### src/hw/rtl/dcc_pkg.sv
// shared types, constants and helpers of the depthwise causal convolution block
`default_nettype none
package dcc_pkg;

  localparam int CHANNELS_DEFAULT = 256;
  localparam int TAPS_DEFAULT     = 4;

  localparam int CH_BITS    = 8;
  localparam int TAP_BITS   = 2;
  localparam int VAL_BITS   = 16;
  localparam int PROD_BITS  = 32;
  localparam int RES_BITS   = 36;
  localparam int KLEN_BITS  = 3;
  localparam logic [KLEN_BITS-1:0] KLEN_RESET = 3'd4;

  localparam logic OP_WEIGHT = 1'b0;
  localparam logic OP_SAMPLE = 1'b1;

  localparam int MID_DEPTH = 4;
  localparam int OUT_DEPTH = 8;
  localparam int OUT_CW    = $clog2(OUT_DEPTH + 1);

  typedef struct packed {
    logic                       is_sample;
    logic [CH_BITS-1:0]         ch;
    logic [TAP_BITS-1:0]        tap;
    logic signed [VAL_BITS-1:0] value;
    logic                       first;
  } cmd_t;

  typedef struct packed {
    logic [CH_BITS-1:0]         ch;
    logic signed [RES_BITS-1:0] result;
  } res_t;

  // number of history samples kept per channel
  function automatic int hist_len(input int taps);
    return (taps > 1) ? taps - 1 : 1;
  endfunction

  // width of a fill count that saturates at taps-1
  function automatic int fill_width(input int taps);
    return (taps > 1) ? $clog2(taps) : 1;
  endfunction

endpackage
`default_nettype wire

### src/hw/rtl/dcc_front.sv
// front end: input handshake, item classification and the kernel length register
`default_nettype none
module dcc_front #(
  parameter int CHANNELS = dcc_pkg::CHANNELS_DEFAULT,
  parameter int TAPS     = dcc_pkg::TAPS_DEFAULT,
  localparam int FC_W    = dcc_pkg::fill_width(TAPS)
) (
  input  wire logic                            clk,
  input  wire logic                            rst,
  input  wire logic                            push,
  output logic                                 full,
  input  wire logic                            opcode,
  input  wire logic [dcc_pkg::CH_BITS-1:0]     channel,
  input  wire logic [dcc_pkg::TAP_BITS-1:0]    tap,
  input  wire logic signed [dcc_pkg::VAL_BITS-1:0] value,
  input  wire logic                            first,
  input  wire logic                            cfg_valid,
  output logic                                 cfg_ready,
  input  wire logic [dcc_pkg::KLEN_BITS-1:0]   taps_in_use,
  output logic                                 q_wr,
  output dcc_pkg::cmd_t                        q_cmd,
  input  wire logic                            q_full,
  input  wire logic                            clearing,
  output logic      [FC_W-1:0]                 km1
);

  localparam logic [12:0] CH_LIM  = 13'(CHANNELS);
  localparam logic [4:0]  TAP_LIM = 5'(TAPS);
  localparam logic [4:0]  TOP     = 5'(TAPS - 1);

  logic [dcc_pkg::KLEN_BITS-1:0] klen;
  logic [4:0] klen5;
  logic [4:0] km1_5;
  logic       accept;
  logic       ch_ok;
  logic       tap_ok;

  assign cfg_ready = 1'b1;

  always_ff @(posedge clk) begin
    if (rst) begin
      klen <= dcc_pkg::KLEN_RESET;
    end else if (cfg_valid) begin
      klen <= taps_in_use;
    end
  end

  // clamp the kernel length into 1..TAPS and hand on K-1
  always_comb begin
    klen5 = 5'(klen);
    if (klen5 == 5'd0) begin
      km1_5 = 5'd0;
    end else if (klen5 > TAP_LIM) begin
      km1_5 = TOP;
    end else begin
      km1_5 = klen5 - 5'd1;
    end
    km1 = km1_5[FC_W-1:0];
  end

  assign full   = q_full || clearing;
  assign accept = push && !full;
  assign ch_ok  = (13'(channel) < CH_LIM);
  assign tap_ok = (5'(tap) < TAP_LIM);

  // out-of-range items are taken and dropped here
  assign q_wr = accept && ch_ok && ((opcode == dcc_pkg::OP_SAMPLE) || tap_ok);

  always_comb begin
    q_cmd.is_sample = (opcode == dcc_pkg::OP_SAMPLE);
    q_cmd.ch        = channel;
    q_cmd.tap       = tap;
    q_cmd.value     = value;
    q_cmd.first     = first;
  end

endmodule
`default_nettype wire

### config.mk
export PLATFORM = sky130hd
export DESIGN_NAME = dcc_front
export DESIGN_NICKNAME = d
export VERILOG_FILES = /design/src/hw/rtl/dcc_pkg.sv /design/src/hw/rtl/dcc_front.sv
export SDC_FILE = /design/constraint.sdc
export NUM_CORES = 1
export LEC_CHECK = 0
export ABC_AREA = 1
export BUFFER_PORTS_ARGS = -buffer_cell sky130_fd_sc_hd__buf_4
export CAP_MARGIN = 0
export CORE_UTILIZATION = 28
export DETAILED_ROUTE_END_ITERATION = 8
export PLACE_DENSITY = 0.92
export SLEW_MARGIN = 0
export SYNTH_ARGS = -nofsm -noshare
export SYNTH_HDL_FRONTEND = slang
export SYNTH_SLANG_ARGS = --single-unit
export TNS_END_PERCENT = 5
### constraint.sdc
create_clock -name clk -period 2.05 [get_ports clk]
set_clock_uncertainty 0.15 [all_clocks]
set_input_delay 0.41 -clock clk [delete_from_list [all_inputs] [get_ports clk]]
set_output_delay 0.41 -clock clk [all_outputs]
set_load 0.01 [all_outputs]
==> results of run 1 <==
## worst min-delay path, stage by stage
cell,delay (ns)
buf_4,0.08
nand2_1,0.04
nand3_1,0.07
## cells by family (layout without fill, tap and decap cells)
kind of cell / count (synthesis) / after routing / share of synthesized area [%]
AO/OA/AOI/OAI: 2 / 2 / 3.14
flip-flops: 3 / 3 / 15.1
buffers and inverters: 36 / 23 / 61.3
adder cells (fa/ha/maj): 1 / 1 / 3.14
other: 1 / 1 / 0.942
AND/OR/NAND/NOR: 15 / 15 / 16.4
## layer usage
layer	vias to the layer above	global-route usage [%]	part of all wire, %
met1	89	5.67	34
met4	0	9.48	1.2
li1	113	-	-
met2	28	8.61	40
met5	-	0	0
met3	2	9.66	24
## power groups by stage
| stage | registers, mW | logic, mW | clock network (mW) |
|---|---|---|---|
| 3_5_place_dp | 0.0664 | 0.0474 | 0 |
| 2_1_floorplan | 0.0657 | 0.0807 | 0 |
| 6_report | 0.0656 | 0.0467 | 0.103 |
| 3_3_place_gp | 0.0660 | 0.0462 | 0 |
| 4_1_cts | 0.0656 | 0.0474 | 0.108 |
| 5_1_grt | 0.0661 | 0.0536 | 0.117 |
## layout by cell type (no fill, tap or decap)
master    Yosys  layout
buf_4        29      12
clkbuf_1      0       1
clkbuf_4      0       3
conb_1        1       1
dfxtp_1       3       3
ha_1          1       1
inv_1         7       7
nand2_1       8       8
nand3_1       1       1
nor2_1        4       4
nor2_2        1       1
o21ai_0       1       1
o21bai_1      1       1
or2_4         1       1
## path summary, 6_finish.rpt
path / depth (start not counted) / from / slack, ns / endpoint
hold reg to reg: 2 / klen[0]$_SDFFE_PP0P_ / 0.34 / klen[0]$_SDFFE_PP0P_
setup reg to reg: 2 / klen[2]$_SDFFE_PP1P_ / 1.35 / klen[2]$_SDFFE_PP1P_
hold / removal: 3 / taps_in_use[2] / 0.24 / klen[2]$_SDFFE_PP1P_
setup / recovery: 6 / klen[0]$_SDFFE_PP0P_ / 0.25 / km1[1]
## layout make-up
class / instances / share of cell area [%]
multi-input cells: 19 / 29.8
repair buffers: 12 / 28.6
clock buffers: 4 / 8.33
flip-flops and latches: 3 / 19.0
well taps: 15 / 5.95
inverters: 7 / 8.33
==> impl_metrics.tcl, run 1 <==
set metrics [dict create \
    p_int_uw 162 \
    reg_top3 "klen: 3 flops" \
    p_clk_share_pct 48.0 \
    initial_core_util_pct 30.2 \
    tns_ns 0 \
    largest-register "klen" \
    timing.final.crit_share_pct 88.0 \
    synth-main-ff-cell "dfxtp_1" \
    drtAntennaViolNets 0 \
    post-route-drc-count 0 \
    grt_antenna_before_repair 0 \
    numCtsBuffers 3 \
    cpPeakStageDelay_ns 0.34 \
    path_buf_inv 2 \
    async_reset_ff_share_pct 0 \
    period_needed_ns 1.80 \
    post_cts_buffers 0 \
    nNetsFinal 84 \
    h-tree-depth 1 \
    ioPinCount 70 \
    status "complete, no violations" \
    drive_above_1_share_pct 37.8 \
    io_buffers 12 \
    p_seq_share_pct 30.4 \
    synth_nets 96 \
    rows 13 \
    cap_violations 0 \
    syn_to_final_growth_pct -20.8 \
    gp_congestion 0.611 \
    crit_type "flip-flop to primary output" \
    hp-class "input port to flip-flop" \
    hold_violations 0 \
    crit_family "flip-flops" \
    endpoint_kind "primary output" \
    worstPathMaxFanout 3 \
    worstPathArrival_ns 1.24 \
    grt_overflow_total 0 \
    fin_area_sq_um 315 \
    power.density_mw_per_mm2 684 \
    synth_top_area_share_pct 54.7 \
    multi_input_area_sq_um 93.8 \
    yosysWarnings 0 \
    grt_max_degree 7 \
    synth.top_cells.by_count "buf_4, nand2_1, inv_1, nor2_1, dfxtp_1" \
    finalMaxSlewViolations 0 \
    synth_most_common_cell "buf_4" \
    layout.cells.non_filler 60 \
    wl_um 482 \
    post_drt_wl_per_cell_um 8.03 \
    cts_hold_buf 0 \
    crit_chain "inv_1 -> ha_1 -> nand2_1 -> nand2_1 -> o21ai_0 -> buf_4" \
    netlist_instances 58 \
    fmax_mhz 554 \
    core_sq_mm 0.00132 \
    vias 232 \
    cts_root_buf "clkbuf_4" \
    ys_ff_latch 3 \
    start_kind "flip-flop" \
    nFillCells 146 \
    tritoncts "done" \
    rsz0062_at_grt "no" \
    worst_slack_ns 0.246 \
    fin_total_pwr_uw 216 \
    synth_area_sq_um 398 \
    place_inst 56 \
    setup_violations 0 \
    switchingPower_uw 53.3 \
    diodes 0 \
    combPwrFrac_pct 21.6 \
    grt_pass1_vias 198 \
    clock_latency_ns 0.23 \
    slowest_stage "dfxtp_1" \
    grt_pass1_wl_um 696 \
    swShare_pct 24.7 \
    die_w_um 39.7 \
    grt.total_usage_pct 7.71 \
    syn_area_per_cell_sq_um 6.86 \
    placed_cell_area_sq_um 289 \
    synth_enable_flop_cells 0 \
    ys_types 12 \
    largest_reg_flops 3 \
    synth_largest_area_cell "buf_4" \
    path_clk_slew_ns 0.04 \
    synth.area.top_cells "buf_4, dfxtp_1, nand2_1" \
    via_per_inst 3.87 \
    clk_path_buf_depth 2 \
    fin_util_pct 23.9 \
    whs_ns 0.245 \
    fp.dieH_um 39.7 \
    first_pass_iters 3 \
    seqCellArea_sq_um 60.1 \
    cts_resized 0 \
    dp_slack_ns 0.491 \
    dieArea_sq_mm 0.00158 \
    clock_sinks 3 \
    timing.critical_path.mode_cell "nand2_1" \
    p_leak_nw 0.181 \
    ys_seq_area_share_pct 15.1 \
    cp_data_required_time_ns 1.49 \
    drt_iter0_markers 1 \
    ir_worst_vdd_mv 0.232 \
]
(Power assumes the default switching activity.)
==> run 2: changes to the inputs <==
BUFFER_PORTS_ARGS = default   (was -buffer_cell sky130_fd_sc_hd__buf_4)
CORE_AREA = 2 2 39 41   (was default)
CORE_UTILIZATION = default   (was 28)
DIE_AREA = 0 0 41 43   (was default)
DONT_BUFFER_PORTS = 1   (was default)
PLACE_DENSITY = 0.51   (was 0.92)
==> impl_metrics.tcl, run 2 (same netlist as run 1, synthesis figures left out) <==
set metrics [dict create \
    status "complete, no violations" \
    post_drt_wl_per_cell_um 9.88 \
    clock_latency_ns 0.23 \
    initial_core_util_pct 28.8 \
    grt_max_degree 7 \
    start_kind "flip-flop" \
    hold_violations 0 \
    nNetsFinal 72 \
    ir_worst_vdd_mv 0.163 \
    core_sq_mm 0.00138 \
    endpoint_kind "primary output" \
    worstPathMaxFanout 3 \
    cap_violations 0 \
    grt_overflow_total 0 \
    tns_ns 0 \
    largest_reg_flops 3 \
    clock_sinks 3 \
    first_pass_iters 3 \
    whs_ns 0.152 \
    numCtsBuffers 3 \
    rows 14 \
    period_needed_ns 1.79 \
    grt.total_usage_pct 7.11 \
    gp_congestion 0.575 \
    syn_to_final_growth_pct -43.1 \
    path_clk_slew_ns 0.04 \
    drive_above_1_share_pct 15.2 \
    wl_um 484 \
    rsz0062_at_grt "no" \
    cts_resized 0 \
    grt_pass1_wl_um 731 \
    post-route-drc-count 0 \
    post_cts_buffers 0 \
    cts_root_buf "clkbuf_4" \
    dp_hpwl_um 372 \
    fin_total_pwr_uw 196 \
    p_leak_nw 0.124 \
    vias 194 \
    drtAntennaViolNets 0 \
    setup_violations 0 \
    hp-class "input port to flip-flop" \
    cts_hold_buf 0 \
    ioPinCount 70 \
    fp.dieH_um 43 \
    cp_data_required_time_ns 1.49 \
    h-tree-depth 1 \
    grt_pass1_vias 194 \
    fin_area_sq_um 226 \
    crit_type "flip-flop to primary output" \
    worst_slack_ns 0.262 \
    drt_iter0_markers 3 \
    power.density_mw_per_mm2 867 \
    dp_slack_ns 0.511 \
    diodes 0 \
    placed_cell_area_sq_um 200 \
    worstPathArrival_ns 1.23 \
    mostFrequentLayoutCell "nand2_1" \
    dieArea_sq_mm 0.00176 \
    die_w_um 41 \
    final_cell_mix "nand2_1, inv_1, nor2_1, clkbuf_4, dfxtp_1" \
    timing.final.crit_share_pct 87.2 \
    finalMaxSlewViolations 0 \
    largest-register "klen" \
    clk_path_buf_depth 2 \
    tritoncts "done" \
    io_buffers 0 \
    via_per_inst 3.96 \
    fmax_mhz 559 \
    reg_top3 "klen: 3 flops" \
    grt_antenna_before_repair 0 \
]
## run 2: cell count changes in the layout (fill, tap and decap cells not counted), sizes merged
cell	previous run	this run
buf	12	0
## run 2: area by class of cell
cell class / instances / area (sq um)
fill: 160 / 1160
multi-input combinational: 19 / 93.8
sequential: 3 / 60.1
tap: 16 / 20.0
inverter: 7 / 26.3
clock buffer: 4 / 26.3
## run 2: worst max-delay path: stages (launching register included)
cell,delay [ns]
dfxtp_1,0.34
inv_1,0.05
ha_1,0.29
o21ai_0,0.31
## run 2: path summary, 6_finish.rpt
path / slack (ns) / cells past startpoint / end / start
hold reg to reg: 0.33 / 2 / klen[1]$_SDFFE_PP0P_ / klen[1]$_SDFFE_PP0P_
setup / recovery: 0.26 / 3 / km1[1] / klen[0]$_SDFFE_PP0P_
setup reg to reg: 1.34 / 2 / klen[2]$_SDFFE_PP1P_ / klen[2]$_SDFFE_PP1P_
hold / removal: 0.15 / 2 / klen[2]$_SDFFE_PP1P_ / cfg_valid
## run 2: report_power, final
part | internal (mW) | switching, mW
clock network | 0.0731 | 0.0321
registers | 0.0629 | 0.00277
logic | 0.0100 | 0.0154
total | 0.146 | 0.0503
## run 2: routing by layer
layer	track usage [%]	wire, um	vias up
met5	0	0	-
met4	13.3	40	0
met3	8.38	114	12
met2	5.63	148	24
met1	5.41	180	67
li1	-	-	91
## run 2: stage by stage
step / cells / utilization (%)
after floorplan: 58 / -
after global placement: 45 / 14.5
after detailed placement: 45 / 14.5
after CTS: 49 / 16.4
after global routing: 49 / 16.4
final: 49 / 16.4
