**src/hw/rtl/dcc_queue.sv**
```systemverilog
// small register fifo with registered entries
`default_nettype none
module dcc_queue #(
  parameter int WIDTH = 8,
  parameter int DEPTH = 4,
  localparam int CW = $clog2(DEPTH + 1)
) (
  input  wire logic             clk,
  input  wire logic             rst,
  input  wire logic             wr_en,
  input  wire logic [WIDTH-1:0] wr_data,
  output logic                  full,
  input  wire logic             rd_en,
  output logic      [WIDTH-1:0] rd_data,
  output logic                  empty,
  output logic      [CW-1:0]    count
);

  localparam int AW = (DEPTH > 1) ? $clog2(DEPTH) : 1;
  localparam logic [AW-1:0] LAST = AW'(DEPTH - 1);

  logic [WIDTH-1:0] mem [DEPTH];
  logic [AW-1:0]    wr_ptr;
  logic [AW-1:0]    rd_ptr;
  logic             do_wr;
  logic             do_rd;

  assign full    = (count == CW'(DEPTH));
  assign empty   = (count == '0);
  assign do_wr   = wr_en && !full;
  assign do_rd   = rd_en && !empty;
  assign rd_data = mem[rd_ptr];

  always_ff @(posedge clk) begin
    if (do_wr) begin
      mem[wr_ptr] <= wr_data;
    end
  end

  always_ff @(posedge clk) begin
    if (rst) begin
      wr_ptr <= '0;
      rd_ptr <= '0;
      count  <= '0;
    end else begin
      if (do_wr) begin
        wr_ptr <= (wr_ptr == LAST) ? '0 : wr_ptr + 1'b1;
      end
      if (do_rd) begin
        rd_ptr <= (rd_ptr == LAST) ? '0 : rd_ptr + 1'b1;
      end
      if (do_wr && !do_rd) begin
        count <= count + 1'b1;
      end else if (do_rd && !do_wr) begin
        count <= count - 1'b1;
      end
    end
  end

endmodule
`default_nettype wire

```
**config.mk**
```make
export PLATFORM = sky130hd
export DESIGN_NAME = dcc_queue
export DESIGN_NICKNAME = d
export VERILOG_FILES = /design/src/hw/rtl/dcc_queue.sv
export SDC_FILE = /design/constraint.sdc
export NUM_CORES = 1
export LEC_CHECK = 0
export BUFFER_PORTS_ARGS = -buffer_cell sky130_fd_sc_hd__buf_2
export CAP_MARGIN = 20
export CORE_MARGIN = 3
export CORE_UTILIZATION = 56
export CTS_BUF_LIST = sky130_fd_sc_hd__clkbuf_16
export DETAILED_ROUTE_END_ITERATION = 7
export GPL_TIMING_DRIVEN = 1
export PLACE_DENSITY = 0.83
export SYNTH_ARGS = -nofsm -noshare
export SYNTH_HDL_FRONTEND = slang
export SYNTH_SLANG_ARGS = --single-unit
export TNS_END_PERCENT = 50
```
**constraint.sdc**
```tcl
create_clock -name clk -period 6 [get_ports clk]
set_input_delay 0.3 -clock clk [delete_from_list [all_inputs] [get_ports clk]]
set_output_delay 0.3 -clock clk [all_outputs]
set_load 0.005 [all_outputs]
```
==> results_dict.tcl, run 1 <==
set metrics [dict create \
    rows 19 \
    gp_congestion 0.746 \
    final_util_pct 69.4 \
    rsz0062_at_grt "false" \
    cts_max_path_buffers 2 \
    cts_resized 0 \
    design.die.area_um2 3670 \
    final-hold-violation-count 0 \
    synth_edf_count 32 \
    synth_area_leaders "edfxtp_1, dfxtp_1, mux4_2" \
    critical-path-top-delay-family "simple AND/OR/NAND/NOR gates" \
    die_y_um 60.6 \
    fmax_ghz 0.426 \
    via_count 863 \
    synth_mux_area_share_pct 12.0 \
    synthDistinctLibCells 27 \
    internal_power_mw 0.596 \
    critPathLaunchType "register" \
    critical-path-slowest-cell "dfxtp_1" \
    clkLatencyLatePin_ps 280 \
    worst-path-stages 9 \
    finalInstanceArea_um2 1950 \
    dr.pass1.iters 4 \
    syn_to_final_growth_pct 16.6 \
    cts_root_buf "clkbuf_16" \
    post-route-period-util_pct 39.1 \
    critPathKind "register to register" \
    reg2regPathDepth 9 \
    worstPathRequired_ps 6220 \
    hold_buffers 0 \
    netlist_area_um2 1670 \
    cts_buffers 5 \
    synthXorXnorAreaFrac_pct 1.05 \
    crit_start "count[0]$_SDFFE_PP0P_" \
    cp-end-kind "register" \
    holdCritPathClass "input port to register" \
    start_util_pct 59.5 \
    period_needed_ps 2350 \
    hpwl_um 1880 \
    h-tree-depth 2 \
    synthFlopType "edfxtp_1" \
    num-fill-cells 190 \
    power.density_nw_per_um2 419 \
    p_seq_share_pct 46.8 \
    status "completed" \
    grt_antenna_before_repair 0 \
    track_usage_pct 17.3 \
    combPwrFrac_pct 22.3 \
    r2r-end "count[2]$_SDFFE_PP0P_" \
    cp-endpoint "count[2]$_SDFFE_PP0P_" \
    grt_pass1_vias 863 \
    layout-drive-gt1-share_pct 38.3 \
    tns_ps 0 \
    wl_per_cell_um 17.6 \
    r2r_setup_slack_ps 3650 \
    yosys.area_share.simple_pct 5.55 \
    grt_start_max_net_pins 14 \
    critPathBufInv 2 \
    slew_violations 0 \
    synth_top_area_share_pct 57.6 \
    r2r-start "count[0]$_SDFFE_PP0P_" \
    multi_input_area_um2 459 \
    clk_pin_slew_ps 60 \
    synth_top_family_by_area "multiplexers" \
    wirelength_um 2650 \
    cts_tree "built" \
    ys.warnings.count 0 \
    cp_max_fo 7 \
    clkPwrFrac_pct 30.9 \
    power_switching_share_pct 26.9 \
    synth_fp_nets 111 \
    grt_pass1_wl_um 4200 \
    grt.overflow.total 0 \
    skew_ps 4.37 \
    worst_slew_pin_slew_ps 517 \
    drtIter0Drc 29 \
    dpl-instance-area_um2 1800 \
    p_leak_nw 0.744 \
    synth_cells 92 \
    route.detailed.drc 0 \
    power_switching_mw 0.220 \
    max_stage_delay_ps 460 \
    setup-violations-final 0 \
    syn_area_per_cell_um2 18.1 \
    cp.arrival_ps 2560 \
    nets 138 \
    slew_headroom_pct 65.5 \
    port_buffers 24 \
    insertedDiodeCount 0 \
    async_flop_share_pct 0 \
    maxCapViolCount 0 \
    synthAdderAreaFrac_pct 5.70 \
    ys_ff_latch 41 \
    synth_compound_area_share_pct 3.22 \
    die-width_um 60.6 \
    seqCellArea_um2 1140 \
    clock-sinks 41 \
    yosysTopAreaCell "edfxtp_1" \
    path_cells "or3b_1 -> clkinv_8 -> nor2_4 -> ha_1 -> inv_1 -> fa_1 -> xor2_1 -> or3_1 -> a21oi_1" \
    ir_drop_v 0.000326 \
    yosysSeqAreaShare_pct 68.4 \
    coreArea_um2 2810 \
    top_level_ports 25 \
    vias_per_cell 5.72 \
    antenna_left 0 \
    cts_setup_buffers 0 \
]
## cells in the final DEF (no fill, tap or decap), types with 2 or more instances in the layout
master	n
nand3_1	2
o31ai_2	2
clkbuf_16	5
nor2_1	3
buf_2	24
or3_1	2
mux2i_1	2
xor2_1	2
clkinv_2	2
a21oi_1	2
inv_1	3
and3_1	4
edfxtp_1	32
ha_1	6
mux4_2	8
dfxtp_1	9
nor3_1	2
## stage by stage
| stage | setup WS, ps | power, mW | hold slack [ps] | std cells |
|---|---|---|---|---|
| 3_5_place_dp | 3650 | 0.572 | 516 | 143 |
| 6_report | 3650 | 0.816 | 231 | 151 |
| 5_1_grt | 3460 | 0.863 | 235 | 151 |
| 4_1_cts | 3650 | 0.827 | 224 | 151 |
| 3_3_place_gp | 3780 | 0.558 | 480 | 143 |
| 2_1_floorplan | 3910 | 0.507 | 399 | 92 |
## worst min path at each step
stage / cells after the start / from / to / slack [ps]
2_1_floorplan: 0 / wr_data[0] / mem[0][0]$_DFFE_PP_ / 400
4_1_cts: 1 / wr_data[1] / mem[1][1]$_DFFE_PP_ / 220
3_3_place_gp: 2 / rd_ptr[0]$_SDFFE_PP0P_ / rd_ptr[0]$_SDFFE_PP0P_ / 480
3_5_place_dp: 2 / rd_ptr[0]$_SDFFE_PP0P_ / rd_ptr[0]$_SDFFE_PP0P_ / 520
5_1_grt: 1 / wr_data[2] / mem[3][2]$_DFFE_PP_ / 240
6_report: 1 / wr_data[1] / mem[1][1]$_DFFE_PP_ / 230
## worst reg2reg max path, stage by stage, from the launching register on
cell and delay, ps:
dfxtp_1 460, or3b_1 390, clkinv_8 80, nor2_4 110, ha_1 180, inv_1 70
fa_1 380, xor2_1 160, or3_1 310, a21oi_1 140
## logic make-up (layout without fill, tap and decap cells)
group | count (synthesis) | after routing
flops | 41 | 41
xor+xnor | 2 | 2
fa+ha+maj | 7 | 7
mux | 10 | 10
compound gates | 7 | 7
buf+inv | 9 | 37
simple gates | 16 | 16
## metal layers
| metal | vias to the layer above | global-route usage, % | share of wire, % |
|---|---|---|---|
| li1 | 410 | - | - |
| met5 | - | 0 | 0 |
| met4 | 0 | 9.60 | 2.1 |
| met2 | 29 | 27.2 | 53 |
| met3 | 6 | 7.87 | 5.2 |
| met1 | 418 | 19.5 | 40 |
## state kept, by name, summed over array words and instances (netlist names), named ones only
name,count
mem,32
count,3
rd_ptr,2
wr_ptr,2
## power by group through the flow
stage	Clock [mW]	Sequential, mW	Combinational (mW)
after global routing	0.271	0.389	0.203
after detailed placement	0	0.390	0.181
after floorplan	0	0.371	0.136
final	0.252	0.382	0.182
after CTS	0.259	0.384	0.184
after global placement	0	0.386	0.172
## synth_stat cells, types with 2 or more instances
cell type / n
a21oi_1: 2
mux4_2: 8
or3_1: 2
nor3_1: 2
xor2_1: 2
edfxtp_1: 32
nor2_1: 3
and3_1: 4
dfxtp_1: 9
ha_1: 6
o31ai_2: 2
inv_1: 3
mux2i_1: 2
nand3_1: 2
## cell type report
class | count | area share, %
flip-flops and latches | 41 | 58.6
multi-input cells | 42 | 23.6
clock buffers | 5 | 6.43
repair buffers | 24 | 6.17
inverters | 5 | 2.31
well taps | 31 | 1.99
clock inverters | 3 | 0.900
Note: power is estimated with default switching activity, not from simulation.
==> run 2, diff against run 1 <==
--- a/config.mk
+++ b/config.mk
@@ -8,11 +8,11 @@
 export BUFFER_PORTS_ARGS = -buffer_cell sky130_fd_sc_hd__buf_2
 export CAP_MARGIN = 20
 export CORE_MARGIN = 3
-export CORE_UTILIZATION = 56
+export CORE_UTILIZATION = 49
 export CTS_BUF_LIST = sky130_fd_sc_hd__clkbuf_16
 export DETAILED_ROUTE_END_ITERATION = 7
 export GPL_TIMING_DRIVEN = 1
-export PLACE_DENSITY = 0.83
+export PLACE_DENSITY = 0.77
 export SYNTH_ARGS = -nofsm -noshare
 export SYNTH_HDL_FRONTEND = slang
 export SYNTH_SLANG_ARGS = --single-unit
==> constraint.sdc (replaced) <==
create_clock -name clk -period 2 [get_ports clk]
set_input_delay 0.1 -clock clk [delete_from_list [all_inputs] [get_ports clk]]
set_output_delay 0.1 -clock clk [all_outputs]
set_load 0.005 [all_outputs]
==> run 2 against run 1 <==
  * Highest routed layer unchanged
  * Sequential share of layout area shrank 3.5 points
  * Power grew to 3.3 times the previous value
  * Hold slack lost 190 ps
  * Register-to-register slack lost 3700 ps
  * Die area grew 13%
  * Final area grew 6.9%
  * Non-clock buffer count grew 9
  * Critical endpoint unchanged
  * Combinational power grew to 3.8 times the previous value
  * The flow now finishes with violations (negative setup slack)
  * Maximum frequency grew 17%
  * Global-route usage shrank 1.6 points
  * Wire length grew 9.2%
==> results_dict.tcl, run 2 (same netlist as run 1, synthesis figures left out) <==
set metrics [dict create \
    cts_setup_buffers 0 \
    slew_violations 0 \
    combPwrFrac_pct 25.9 \
    route.detailed.drc 0 \
    clk_pin_slew_ps 60 \
    port_buffers 24 \
    cp_max_fo 3 \
    ir_drop_v 0.000665 \
    start_util_pct 52.9 \
    holdCritPathClass "input port to register" \
    grt_pass1_wl_um 4690 \
    via_count 910 \
    final_common_cell "edfxtp_1" \
    gp_congestion 0.719 \
    dr.pass1.iters 4 \
    cts_max_path_buffers 2 \
    critPathKind "register to register" \
    busiest_layer "met2" \
    cts_root_buf "clkbuf_16" \
    critPathLaunchType "register" \
    clock-sinks 41 \
    largest_reg_flops 32 \
    vias_per_cell 5.26 \
    power.total_mw 2.70 \
    wl_per_cell_um 16.7 \
    status "complete, but fails checks" \
    post-route-period-util_pct 100 \
    coreArea_um2 3150 \
    antenna_left 0 \
    grt.overflow.total 0 \
    worst_slew_pin_slew_ps 427 \
    slew_headroom_pct 71.5 \
    grt_pass1_vias 991 \
    grt_use_met2_pct 28.4 \
    met3_usage_pct 4.04 \
    r2r-start "count[2]$_SDFFE_PP0P_" \
    setup_ws_ps -7.98 \
    worstPathRequired_ps 2210 \
    h-tree-depth 2 \
    cp.arrival_ps 2220 \
    nets 147 \
    gr-usage-met1_pct 16.4 \
    design.die.area_um2 4140 \
    top_level_ports 25 \
    hpwl_um 1960 \
    cp-end-kind "register" \
    cts_buffers 5 \
    skew_ps 3.09 \
    p_seq_share_pct 41.4 \
    post-place-cells 165 \
    r2r_setup_slack_ps -8 \
    top_register "mem" \
    track_usage_pct 15.6 \
    power_switching_mw 0.687 \
    maxCapViolCount 0 \
    power.density_nw_per_um2 1300 \
    fin_cells 173 \
    die-width_um 64.4 \
    fmax_ghz 0.498 \
    rsz0062_at_grt "true" \
    syn_to_final_growth_pct 24.7 \
    cts_tree "built" \
    violations "negative setup slack" \
    internal_power_mw 2.01 \
    final_cell_mix "edfxtp_1, buf_2, buf_4, mux4_2, dfxtp_1" \
    rows 20 \
    die_y_um 64.4 \
    grt_antenna_before_repair 0 \
    setup-violations-final 1 \
    reg_top3 "mem (32), count (3)" \
    clkPwrFrac_pct 32.7 \
    layout-drive-gt1-share_pct 48.1 \
    min_from "wr_data[6]" \
    hold_buffers 0 \
    final-hold-violation-count 0 \
    insertedDiodeCount 0 \
    period_needed_ps 2010 \
    wirelength_um 2900 \
    p_leak_nw 0.798 \
    grt_start_max_net_pins 14 \
    clkLatencyLatePin_ps 280 \
    crit_start "count[2]$_SDFFE_PP0P_" \
    power_switching_share_pct 25.4 \
    drtIter0Drc 44 \
]
-- run 2: cell types whose count changed in the layout (fill, tap and decap cells not counted), moves of 2 or more --
cell	before	now
buf_4	0	9
clkinv_2	2	0
dfxtp_1	9	6
dfxtp_2	0	2
-- run 2: timing repair --
item                                    CTS  global route
gates cloned                              0             0
gates resized for setup                   2             3
endpoints found under the setup margin    1             1
-- run 2: path summary, 6_finish.rpt --
| kind | to | depth (start not counted) |
|---|---|---|
| worst max-delay path | count[2]$_SDFFE_PP0P_ | 9 |
| worst min-delay path | mem[0][6]$_DFFE_PP_ | 1 |
| worst min register to register | rd_ptr[0]$_SDFFE_PP0P_ | 2 |
| worst max register to register | count[2]$_SDFFE_PP0P_ | 9 |
-- run 2: area by class of cell --
cell class,count,area [um2]
Fill cell,239,1070
Tap cell,44,55.1
Timing Repair Buffer,33,188
Multi-Input combinational cell,42,480
Clock inverter,3,41.3
Inverter,5,45.0
Clock buffer,5,125
Sequential cell,41,1150
-- run 2: through the flow --
| stage | hold WS, ps | cell area, um2 | setup TNS [ps] | setup slack, ps | utilization, % |
|---|---|---|---|---|---|
| 2_1_floorplan | 199 | 1680 | 0 | 6.90 | - |
| 3_3_place_gp | 310 | 1900 | 0 | 22.9 | 60.2 |
| 3_5_place_dp | 321 | 1900 | -88.1 | -88.1 | 60.2 |
| 4_1_cts | 32.0 | 2070 | 0 | 0.163 | 65.6 |
| 5_1_grt | 34.2 | 2080 | -78.8 | -78.8 | 66.0 |
| 6_report | 36.3 | 2080 | -7.98 | -7.98 | 66.0 |
-- run 2: per-layer routing --
metal / up-vias / share of wire [%]
met3: 8 / 3.8
li1: 422 / -
met4: 0 / 2.9
met5: - / 0
met2: 27 / 56
met1: 453 / 37
-- run 2: power by group through the flow --
stage | logic, mW | clock network [mW] | registers (mW)
5_1_grt | 0.770 | 0.933 | 1.13
3_3_place_gp | 0.641 | 0 | 1.12
6_report | 0.700 | 0.884 | 1.12
4_1_cts | 0.678 | 0.893 | 1.12
3_5_place_dp | 0.661 | 0 | 1.13
2_1_floorplan | 0.412 | 0 | 1.12
-- run 2: worst max-delay path, stage by stage, from the launching register on --
cell and delay [ps]:
dfxtp_2 330, or3b_4 280, clkinv_8 50, nor2_4 110, ha_4 150, inv_2 40, fa_2 340, xor2_1 160
or3_1 330, a21oi_2 140
